--- src/cfe_pkg.sv ---
package cfe_pkg;

  // Default width of reference positions and of the exonic length.
  localparam int POS_BITS_DEF = 32;

  // Fixed field widths of the channels.
  localparam int START_BITS = 32;
  localparam int LEN_BITS   = 28;
  localparam int FIELD_BITS = 32;
  localparam int OP_BITS    = 4;

  // Most results that one operation can cause.
  localparam int MAX_RES = 3;

  // CIGAR operation codes.
  localparam logic [OP_BITS-1:0] OP_M  = 4'd0;
  localparam logic [OP_BITS-1:0] OP_I  = 4'd1;
  localparam logic [OP_BITS-1:0] OP_D  = 4'd2;
  localparam logic [OP_BITS-1:0] OP_N  = 4'd3;
  localparam logic [OP_BITS-1:0] OP_S  = 4'd4;
  localparam logic [OP_BITS-1:0] OP_H  = 4'd5;
  localparam logic [OP_BITS-1:0] OP_P  = 4'd6;
  localparam logic [OP_BITS-1:0] OP_EQ = 4'd7;
  localparam logic [OP_BITS-1:0] OP_X  = 4'd8;

  typedef enum logic [2:0] {
    KIND_INS     = 3'd0,
    KIND_DEL     = 3'd1,
    KIND_INTRON  = 3'd2,
    KIND_EXON    = 3'd3,
    KIND_SUMMARY = 3'd4
  } kind_t;

  typedef struct packed {
    kind_t                 kind;
    logic [FIELD_BITS-1:0] from_pos;
    logic [FIELD_BITS-1:0] to_pos;
    logic                  last;
  } result_t;

  function automatic result_t make_res(kind_t k, logic [FIELD_BITS-1:0] f,
                                       logic [FIELD_BITS-1:0] t);
    result_t r;
    r.kind     = k;
    r.from_pos = f;
    r.to_pos   = t;
    r.last     = 1'b0;
    return r;
  endfunction

endpackage

--- src/cigar_feature_extractor.sv ---
// The first result of an operation is offered in the cycle after its beat is accepted.
// One operation per cycle while each causes at most one result and out_stall is low; an
// operation with several results (up to three) holds the input until its last one leaves the one output port.
// Reset: rst_n is synchronous and active low; it clears the walk state and drops any
// result still waiting.
module cigar_feature_extractor #(
  parameter int POS_BITS = cfe_pkg::POS_BITS_DEF
) (
  input  logic                              clk,
  input  logic                              rst_n,

  input  logic                              in_valid,
  output logic                              in_stall,
  input  logic                              in_first_op,
  input  logic [cfe_pkg::START_BITS-1:0]    in_start_pos,
  input  logic [cfe_pkg::OP_BITS-1:0]       in_op_code,
  input  logic [cfe_pkg::LEN_BITS-1:0]      in_op_length,
  input  logic                              in_last_op,

  output logic                              out_valid,
  input  logic                              out_stall,
  output logic [2:0]                        out_kind,
  output logic [cfe_pkg::FIELD_BITS-1:0]    out_from_pos,
  output logic [cfe_pkg::FIELD_BITS-1:0]    out_to_pos,
  output logic                              out_last_result
);

  // Width used for the saturating adds: wide enough for a position and an
  // operation length, plus one carry bit.
  localparam int SUM_W  = ((POS_BITS > cfe_pkg::LEN_BITS) ? POS_BITS : cfe_pkg::LEN_BITS) + 1;
  // Width that holds both a position and a 32-bit port field.
  localparam int WIDE_W = (POS_BITS > cfe_pkg::FIELD_BITS) ? POS_BITS : cfe_pkg::FIELD_BITS;
  localparam logic [POS_BITS-1:0] POS_MAX = {POS_BITS{1'b1}};

  // Adds an operation length to a position, clamping at the position maximum.
  function automatic logic [POS_BITS-1:0] sat_add(logic [POS_BITS-1:0] a,
                                                  logic [cfe_pkg::LEN_BITS-1:0] b);
    logic [SUM_W-1:0] s;
    s = SUM_W'(a) + SUM_W'(b);
    if (s > SUM_W'(POS_MAX)) begin
      return POS_MAX;
    end
    return s[POS_BITS-1:0];
  endfunction

  // Truncates or zero-extends a position to the width of a port field.
  function automatic logic [cfe_pkg::FIELD_BITS-1:0] to_field(logic [POS_BITS-1:0] v);
    logic [WIDE_W-1:0] w;
    w = WIDE_W'(v);
    return w[cfe_pkg::FIELD_BITS-1:0];
  endfunction

  // Walk state, held across the operations of a record.
  logic [POS_BITS-1:0] ref_r, ref_nxt;
  logic                open_r, open_nxt;
  logic [POS_BITS-1:0] begin_r, begin_nxt;
  logic [POS_BITS-1:0] total_r, total_nxt;

  // Result queue: slot 0 is the head that drives the output port. All results
  // of one operation are loaded at once and then leave one per beat.
  cfe_pkg::result_t res_r [cfe_pkg::MAX_RES];
  cfe_pkg::result_t res_nxt [cfe_pkg::MAX_RES];
  logic [1:0]       cnt_r;
  logic [1:0]       nres;

  logic in_fire;
  logic out_fire;

  // Operation work, all on the accepted beat.
  logic [POS_BITS-1:0] st_ref;
  logic                st_open;
  logic [POS_BITS-1:0] st_total;
  logic [POS_BITS-1:0] ref_adv;
  logic [POS_BITS-1:0] total_adv;
  logic [WIDE_W-1:0]   start_w;

  assign out_valid = (cnt_r != 2'd0);
  assign out_fire  = out_valid && !out_stall;

  // A new operation may enter once the queue is empty or its last waiting
  // result leaves in this cycle.
  assign in_stall = !((cnt_r == 2'd0) || ((cnt_r == 2'd1) && out_fire));
  assign in_fire  = in_valid && !in_stall;

  assign out_kind        = res_r[0].kind;
  assign out_from_pos    = res_r[0].from_pos;
  assign out_to_pos      = res_r[0].to_pos;
  assign out_last_result = res_r[0].last;

  always_comb begin
    // A record's first operation resets the walk and loads its start position,
    // clamped to the position maximum.
    start_w = WIDE_W'(in_start_pos);
    if (in_first_op) begin
      st_ref   = (start_w > WIDE_W'(POS_MAX)) ? POS_MAX : start_w[POS_BITS-1:0];
      st_open  = 1'b0;
      st_total = '0;
    end else begin
      st_ref   = ref_r;
      st_open  = open_r;
      st_total = total_r;
    end

    ref_adv   = sat_add(st_ref, in_op_length);
    total_adv = sat_add(st_total, in_op_length);

    ref_nxt   = st_ref;
    open_nxt  = st_open;
    begin_nxt = begin_r;
    total_nxt = st_total;

    nres = 2'd0;
    for (int i = 0; i < cfe_pkg::MAX_RES; i++) begin
      res_nxt[i] = cfe_pkg::make_res(cfe_pkg::KIND_INS, '0, '0);
    end

    case (in_op_code) inside
      cfe_pkg::OP_M, cfe_pkg::OP_EQ, cfe_pkg::OP_X: begin
        // Match-type operations open an exon if none is open and extend it.
        if (!st_open) begin
          open_nxt  = 1'b1;
          begin_nxt = st_ref;
        end
        total_nxt = total_adv;
        ref_nxt   = ref_adv;
      end
      cfe_pkg::OP_I: begin
        res_nxt[nres] = cfe_pkg::make_res(cfe_pkg::KIND_INS, to_field(st_ref),
                                          cfe_pkg::FIELD_BITS'(in_op_length));
        nres = nres + 2'd1;
      end
      cfe_pkg::OP_D: begin
        res_nxt[nres] = cfe_pkg::make_res(cfe_pkg::KIND_DEL, to_field(st_ref),
                                          to_field(ref_adv));
        nres    = nres + 2'd1;
        ref_nxt = ref_adv;
      end
      cfe_pkg::OP_N: begin
        // The intron is reported first; an open exon ends where the skip begins.
        res_nxt[nres] = cfe_pkg::make_res(cfe_pkg::KIND_INTRON, to_field(st_ref),
                                          to_field(ref_adv));
        nres = nres + 2'd1;
        if (st_open) begin
          res_nxt[nres] = cfe_pkg::make_res(cfe_pkg::KIND_EXON, to_field(begin_r),
                                            to_field(st_ref));
          nres     = nres + 2'd1;
          open_nxt = 1'b0;
        end
        ref_nxt = ref_adv;
      end
      default: begin
        // Clips, padding and unused codes consume nothing.
      end
    endcase

    // At the end of a record an exon still open is flushed, then the summary
    // carries the end position and the exonic length.
    if (in_last_op) begin
      if (open_nxt) begin
        res_nxt[nres] = cfe_pkg::make_res(cfe_pkg::KIND_EXON, to_field(begin_nxt),
                                          to_field(ref_nxt));
        nres     = nres + 2'd1;
        open_nxt = 1'b0;
      end
      res_nxt[nres] = cfe_pkg::make_res(cfe_pkg::KIND_SUMMARY, to_field(ref_nxt),
                                        to_field(total_nxt));
      nres = nres + 2'd1;
    end

    if (nres != 2'd0) begin
      res_nxt[nres - 2'd1].last = 1'b1;
    end
  end

  // Walk state.
  always_ff @(posedge clk) begin
    if (!rst_n) begin
      ref_r   <= '0;
      open_r  <= 1'b0;
      begin_r <= '0;
      total_r <= '0;
    end else if (in_fire) begin
      ref_r   <= ref_nxt;
      open_r  <= open_nxt;
      begin_r <= begin_nxt;
      total_r <= total_nxt;
    end
  end

  // Queue occupancy.
  always_ff @(posedge clk) begin
    if (!rst_n) begin
      cnt_r <= 2'd0;
    end else if (in_fire) begin
      cnt_r <= nres;
    end else if (out_fire) begin
      cnt_r <= cnt_r - 2'd1;
    end
  end

  // Queue payload: loaded on an accepted beat, shifted toward the head on
  // each delivered result.
  always_ff @(posedge clk) begin
    if (in_fire) begin
      for (int i = 0; i < cfe_pkg::MAX_RES; i++) begin
        res_r[i] <= res_nxt[i];
      end
    end else if (out_fire) begin
      for (int i = 0; i < cfe_pkg::MAX_RES - 1; i++) begin
        res_r[i] <= res_r[i + 1];
      end
    end
  end

endmodule
--- config.mk ---
export PLATFORM = sky130hd
export DESIGN_NAME = cigar_feature_extractor
export DESIGN_NICKNAME = d
export VERILOG_FILES = /design/src/cfe_pkg.sv /design/src/cigar_feature_extractor.sv
export SDC_FILE = /design/constraint.sdc
export NUM_CORES = 1
export LEC_CHECK = 0
export ABC_AREA = 1
export BUFFER_PORTS_ARGS = -buffer_cell sky130_fd_sc_hd__buf_2
export CORE_MARGIN = 2
export CORE_UTILIZATION = 25
export CTS_CLUSTER_SIZE = 28
export DETAILED_ROUTE_END_ITERATION = 16
export GPL_TIMING_DRIVEN = 0
export PLACE_DENSITY = 0.4
export RECOVER_POWER = 25
export SYNTH_ARGS = -nofsm -noshare
export SYNTH_HDL_FRONTEND = slang
export SYNTH_SLANG_ARGS = --single-unit
--- constraint.sdc ---
create_clock -name clk -period 4.65 [get_ports clk]
set_input_delay 1.1625 -clock clk [delete_from_list [all_inputs] [get_ports clk]]
set_output_delay 1.1625 -clock clk [all_outputs]
set_load 0.05 [all_outputs]
# Word level (Yosys, flattened, before mapping)
# Memory sizes are Yosys's and may differ from the RTL's.
# Cells that the tools add are included.
[word_totals]
register_bits = 99
ramBits = 204
in_bits = 70
output_inout_bits = 70
word_cells = 108
memories = 1
[classes]
n_addsub = 6
n_lt_le_gt_ge = 9
eq_ne = 6
muxes = 61
bitwise_logic = 5
n_reduce_logical = 15
[memory_table]
columns = ["name", "words", "width", "rd", "rd_ports_with_merged_regs", "write_ports", "line", "rtl"]
rows = [
  ["res_r", 3, 68, 3, 0, 3, "cigar_feature_extractor.sv:61", "cfe_pkg::result_t res_r [cfe_pkg::MAX_RES];"],
]
[op_table]
columns = ["operator", "n"]
rows = [
  ["204-bit 2-to-1 mux", 4],
  ["204-bit bitwise mux", 3],
  ["68-bit 2-to-1 mux", 8],
  ["32-bit 2-to-1 mux", 14],
  ["68-bit demux with 2-bit select", 3],
  ["67-bit 2-to-1 mux", 5],
  ["32-bit by 28-bit adder with 33-bit output", 2],
  ["33-bit by 32-bit greater-than comparator with 1-bit output, second input constant", 2],
  ["32-bit greater-than comparator, second input constant", 1],
  ["2-bit 2-to-1 mux", 10],
  ["1-bit 2-to-1 mux", 14],
  ["3-bit greater-or-equal comparator, second input constant", 3],
  ["3-bit by 1-bit less-than comparator with 1-bit output, second input constant", 3],
  ["2-bit inverter with 3-bit output", 3],
  ["4-bit by 2-bit == test with 1-bit output, second input constant", 2],
  ["1-bit logical AND", 6],
  ["2-bit nonzero test", 3],
  ["2-bit by 1-bit adder with 2-bit output, second input constant", 2],
  ["4-bit by 1-bit == test with 1-bit output, second input constant", 1],
  ["4-bit by 3-bit == test with 1-bit output, second input constant", 1],
  ["4-bit == test, second input constant", 1],
  ["4-bit logical NOT", 1],
  ["2-bit by 1-bit subtractor with 2-bit output, second input constant", 2],
  ["3-bit OR reduction", 1],
  ["5 further kinds", 7],
]

# Logic depth before layout (Yosys ltp)
[depth]
word_depth = 20
mapped_depth = 26

# Worst setup path before layout
# Ideal clock, no wire load.
[synth_timing]
path_kind = "input to register"
start = "input port out_stall"
end = "register cnt_r[0]"
t_arrival_ns = 4.495
t_required_ns = 4.569
path_slack_ns = 0.074
cell_stages = 5
n_path_buf = 0
cell_sequence = "nor2_1 > a21oi_1 > inv_1 > o21ai_0 > a21oi_1"
[synth_via]
elab_chain_len = 6
[synth_rtl]
columns = ["item", "line", "rtl"]
rows = [
  ["start, declared", "cigar_feature_extractor.sv:21", "input logic out_stall,"],
  ["1-bit logical NOT *", "cigar_feature_extractor.sv:78", "assign out_fire = out_valid && !out_stall;"],
  ["1-bit logical AND *", "cigar_feature_extractor.sv:78", ""],
  ["1-bit logical AND", "cigar_feature_extractor.sv:82", "assign in_stall = !((cnt_r == 2'd0) || ((cnt_r == 2'd1) && out_fire));"],
  ["1-bit logical OR", "cigar_feature_extractor.sv:82", ""],
  ["1-bit logical AND", "cigar_feature_extractor.sv:83", "assign in_fire = in_valid && !in_stall;"],
  ["2-bit 2-to-1 mux or 2-bit nonzero test (tied branches)", "-", ""],
  ["end signal, assigned", "cigar_feature_extractor.sv:195", "cnt_r <= nres;"],
  ["end signal, assigned", "cigar_feature_extractor.sv:197", "cnt_r <= cnt_r - 2'd1;"],
  ["end, declared", "cigar_feature_extractor.sv:63", "logic [1:0] cnt_r;"],
]
# Every way passes the cells marked *; elsewhere a longest branch is shown, timed or not.
# A chain may end at the register's enable or synchronous reset.

==> flow_metrics.env <==
export IMPL_status="complete, but fails checks"
export IMPL_violations="capacitance limit, slew limit"
export IMPL_ys_ff_latch=301
export IMPL_met2_usage=0.410
export IMPL_num_io_pins=140
export IMPL_top_usage_layer="met2"
export IMPL_power_frac_comb=0.519
export IMPL_hold_path_class="reg2reg"
export IMPL_cts_htree_levels=2
export IMPL_cts_tree="built"
export IMPL_reg2regPathDepth=6
export IMPL_drive_gt1_frac=0.144
export IMPL_tightest_slew_ns=2.45
export IMPL_routed_wl_um=126000
export IMPL_power_switching_mw=7.94
export IMPL_netlist_cell_type_count=57
export IMPL_port_buffers=138
export IMPL_drv_cap=1
export IMPL_clk_pin_slew_worst_paths_ns=0.06
export IMPL_final_cell_mix="nand2_1, inv_1, nor2_1"
export IMPL_first_pass_iters=5
export IMPL_switching_share=0.492
export IMPL_grt_max_degree=83
export IMPL_die_h_um=309
export IMPL_critPathLaunchType="input port"
export IMPL_synthArstFlopShare=0
export IMPL_seq_power_share=0.289
export IMPL_syn_to_final_growth_pct=17.8
export IMPL_fin_nets=3770
export IMPL_hold_viol_final=0
export IMPL_synthCells=3436
export IMPL_synth_nets=3573
export IMPL_root_buffer="clkbuf_16"
export IMPL_slew_violations=56
export IMPL_end_kind="register"
export IMPL_leakage_nw=12.2
export IMPL_antenna_found_initial=5
export IMPL_ir_worst_vdd_uv=401
export IMPL_place_congestion=0.980
export IMPL_ant_nets=0
export IMPL_rsz0062_at_grt="no"
export IMPL_cts_sinks=301
export IMPL_cp_max_fo=10
export IMPL_max_slew_margin=-0.636
export IMPL_vias=25166
export IMPL_synth_top_area_frac=0.261
export IMPL_synth_flop_cell="edfxtp_1"
export IMPL_max_freq_ghz=0.218
export IMPL_crit_arrival_ns=4.90
export IMPL_start_util=0.253
export IMPL_clock_skew_ns=0.0197
export IMPL_synthTopCellsByArea="edfxtp_1, nand2_1, dfxtp_1"
export IMPL_yosys_area_top_type="edfxtp_1"
export IMPL_rows=111
export IMPL_die_w_um=309
export IMPL_crit_type="in2reg"
export IMPL_grt_total_usage=0.257
export IMPL_syn_avg_cell_area_um2=6.76
export IMPL_grt_overflow=0
export IMPL_hold_path_cell_count=2
export IMPL_yosysWarnings=0
export IMPL_dpl_hpwl_um=101000
export IMPL_p_int_mw=8.19
export IMPL_via_per_inst=5.13
export IMPL_wl_per_cell_um=25.6
export IMPL_dieArea_mm2=0.0954
export IMPL_syn_cell_area_mm2=0.0232
export IMPL_synth_edff_count=202
export IMPL_cts_buffers=38
export IMPL_fin_total_pwr_mw=16.1
export IMPL_drtIter0Drc=2713
export IMPL_setup_violations=0
export IMPL_clock_latency_ns=0.58
export IMPL_grtUsageMet1=0.349
export IMPL_power_density_mw_per_mm2=589
export IMPL_design_core_area_mm2=0.0919
export IMPL_fin_setup_tns_ns=0
export IMPL_grt_pass1_wl_um=175000
export IMPL_clkPwrFrac=0.192
export IMPL_synth_seq_area_share=0.346
export IMPL_nFillCells=10488
export IMPL_clk_path_buf_depth=3
export IMPL_required_ns=4.97
export IMPL_drc_errors=0
export IMPL_layout_commonest_cell="nand2_1"
export IMPL_grt_pass1_vias=23641
export IMPL_min_period_ns=4.58
export IMPL_finalCritPeriodShare=0.984
export IMPL_met3_usage=0.0349
## metal layers
layer | routed length [um] | share of wire
met5 | 47 | 0.00037
met4 | 6140 | 0.049
met3 | 9180 | 0.073
met2 | 55400 | 0.44
met1 | 54800 | 0.44
## critical path: stages
cell and delay [ns]:
buf_2 0.11, nor2_1 0.20, nand2_1 0.25, inv_1 0.36
nor2_2 0.14, a31oi_4 0.29, inv_1 0.14, ha_1 0.31
a21oi_1 0.26, ha_1 0.23, nand2_1 0.10, clkinvlp_4 0.22
buf_2 0.47, nand4_1 0.27, nand3_1 0.26, nand2_1 0.09
## final cells by class
type / instances / area, um2 / area share
Timing Repair Buffer: 158 / 796 / 0.0291
Buffer: 248 / 1370 / 0.0501
Inverter: 446 / 1680 / 0.0615
Clock inverter: 9 / 77.6 / 0.00283
Clock buffer: 61 / 1190 / 0.0435
Multi-Input combinational cell: 2440 / 12700 / 0.462
Antenna cell: 1 / 2.50 / 0.0000914
Sequential cell: 301 / 8050 / 0.294
Tap cell: 1243 / 1560 / 0.0568
## power groups by stage
stage	sequential [mW]	clock, mW	combinational [mW]
global route	4.78	3.22	8.92
finish	4.67	3.09	8.37
detailed placement	4.67	0	8.20
CTS	4.64	3.13	8.29
floorplan	4.66	0	5.23
global placement	4.71	0	7.72
## path summary, 6_finish.rpt
check / to / slack [ns] / from
worst max-delay path: res_r[0][32] / 0.07 / in_op_code[3]
worst min-delay path: ref_r[26] / 0.51 / ref_r[26]
worst max register to register: res_r[0][18] / 0.60 / cnt_r[0]
worst min register to register: ref_r[26] / 0.51 / ref_r[26]
## synthesized netlist by cell type, drive strengths merged, types with 45 or more instances
| master | n |
|---|---|
| nand2 | 968 |
| inv | 444 |
| o21ai | 350 |
| nor2 | 303 |
| a21oi | 231 |
| edfxtp | 202 |
| nand3 | 168 |
| buf | 134 |
| clkbuf | 115 |
| dfxtp | 99 |
| o211ai | 81 |
| ha | 65 |
| o22ai | 45 |
## timing repair
item | in CTS | in global routing
hold buffers | 0 | 0
endpoints found under the setup margin | 258 | 191
pin swaps | 3 | 4
resized for setup | 98 | 98
setup buffers | 4 | 7
## stage by stage
| stage | utilization | hold slack (ns) | setup slack, ns | area (um2) | std cells |
|---|---|---|---|---|---|
| global placement | 0.277 | 0.477 | -2.40 | 25500 | 4817 |
| global route | 0.298 | 0.535 | 0.00226 | 27400 | 4906 |
| CTS | 0.295 | 0.503 | 0.00570 | 27100 | 4900 |
| finish | 0.298 | 0.506 | 0.0722 | 27400 | 4907 |
| floorplan | - | 0.462 | 0.0737 | 23200 | 3436 |
| detailed placement | 0.278 | 0.477 | -2.06 | 25600 | 4826 |
## cells by family after synthesis
group	Yosys count	share of synthesized area
xor+xnor	24	0.00937
mux	2	0.000861
fa+ha+maj	67	0.0367
simple gates	1536	0.276
flops	301	0.346
buf+inv	695	0.129
compound gates	811	0.202
## state kept, by name, indices dropped and copies added, names as in the netlist
name	count
open_r	1
total_r	32
ref_r	32
begin_r	32
cnt_r	2
res_r	202
No activity file was read; power rests on OpenSTA's default activity.
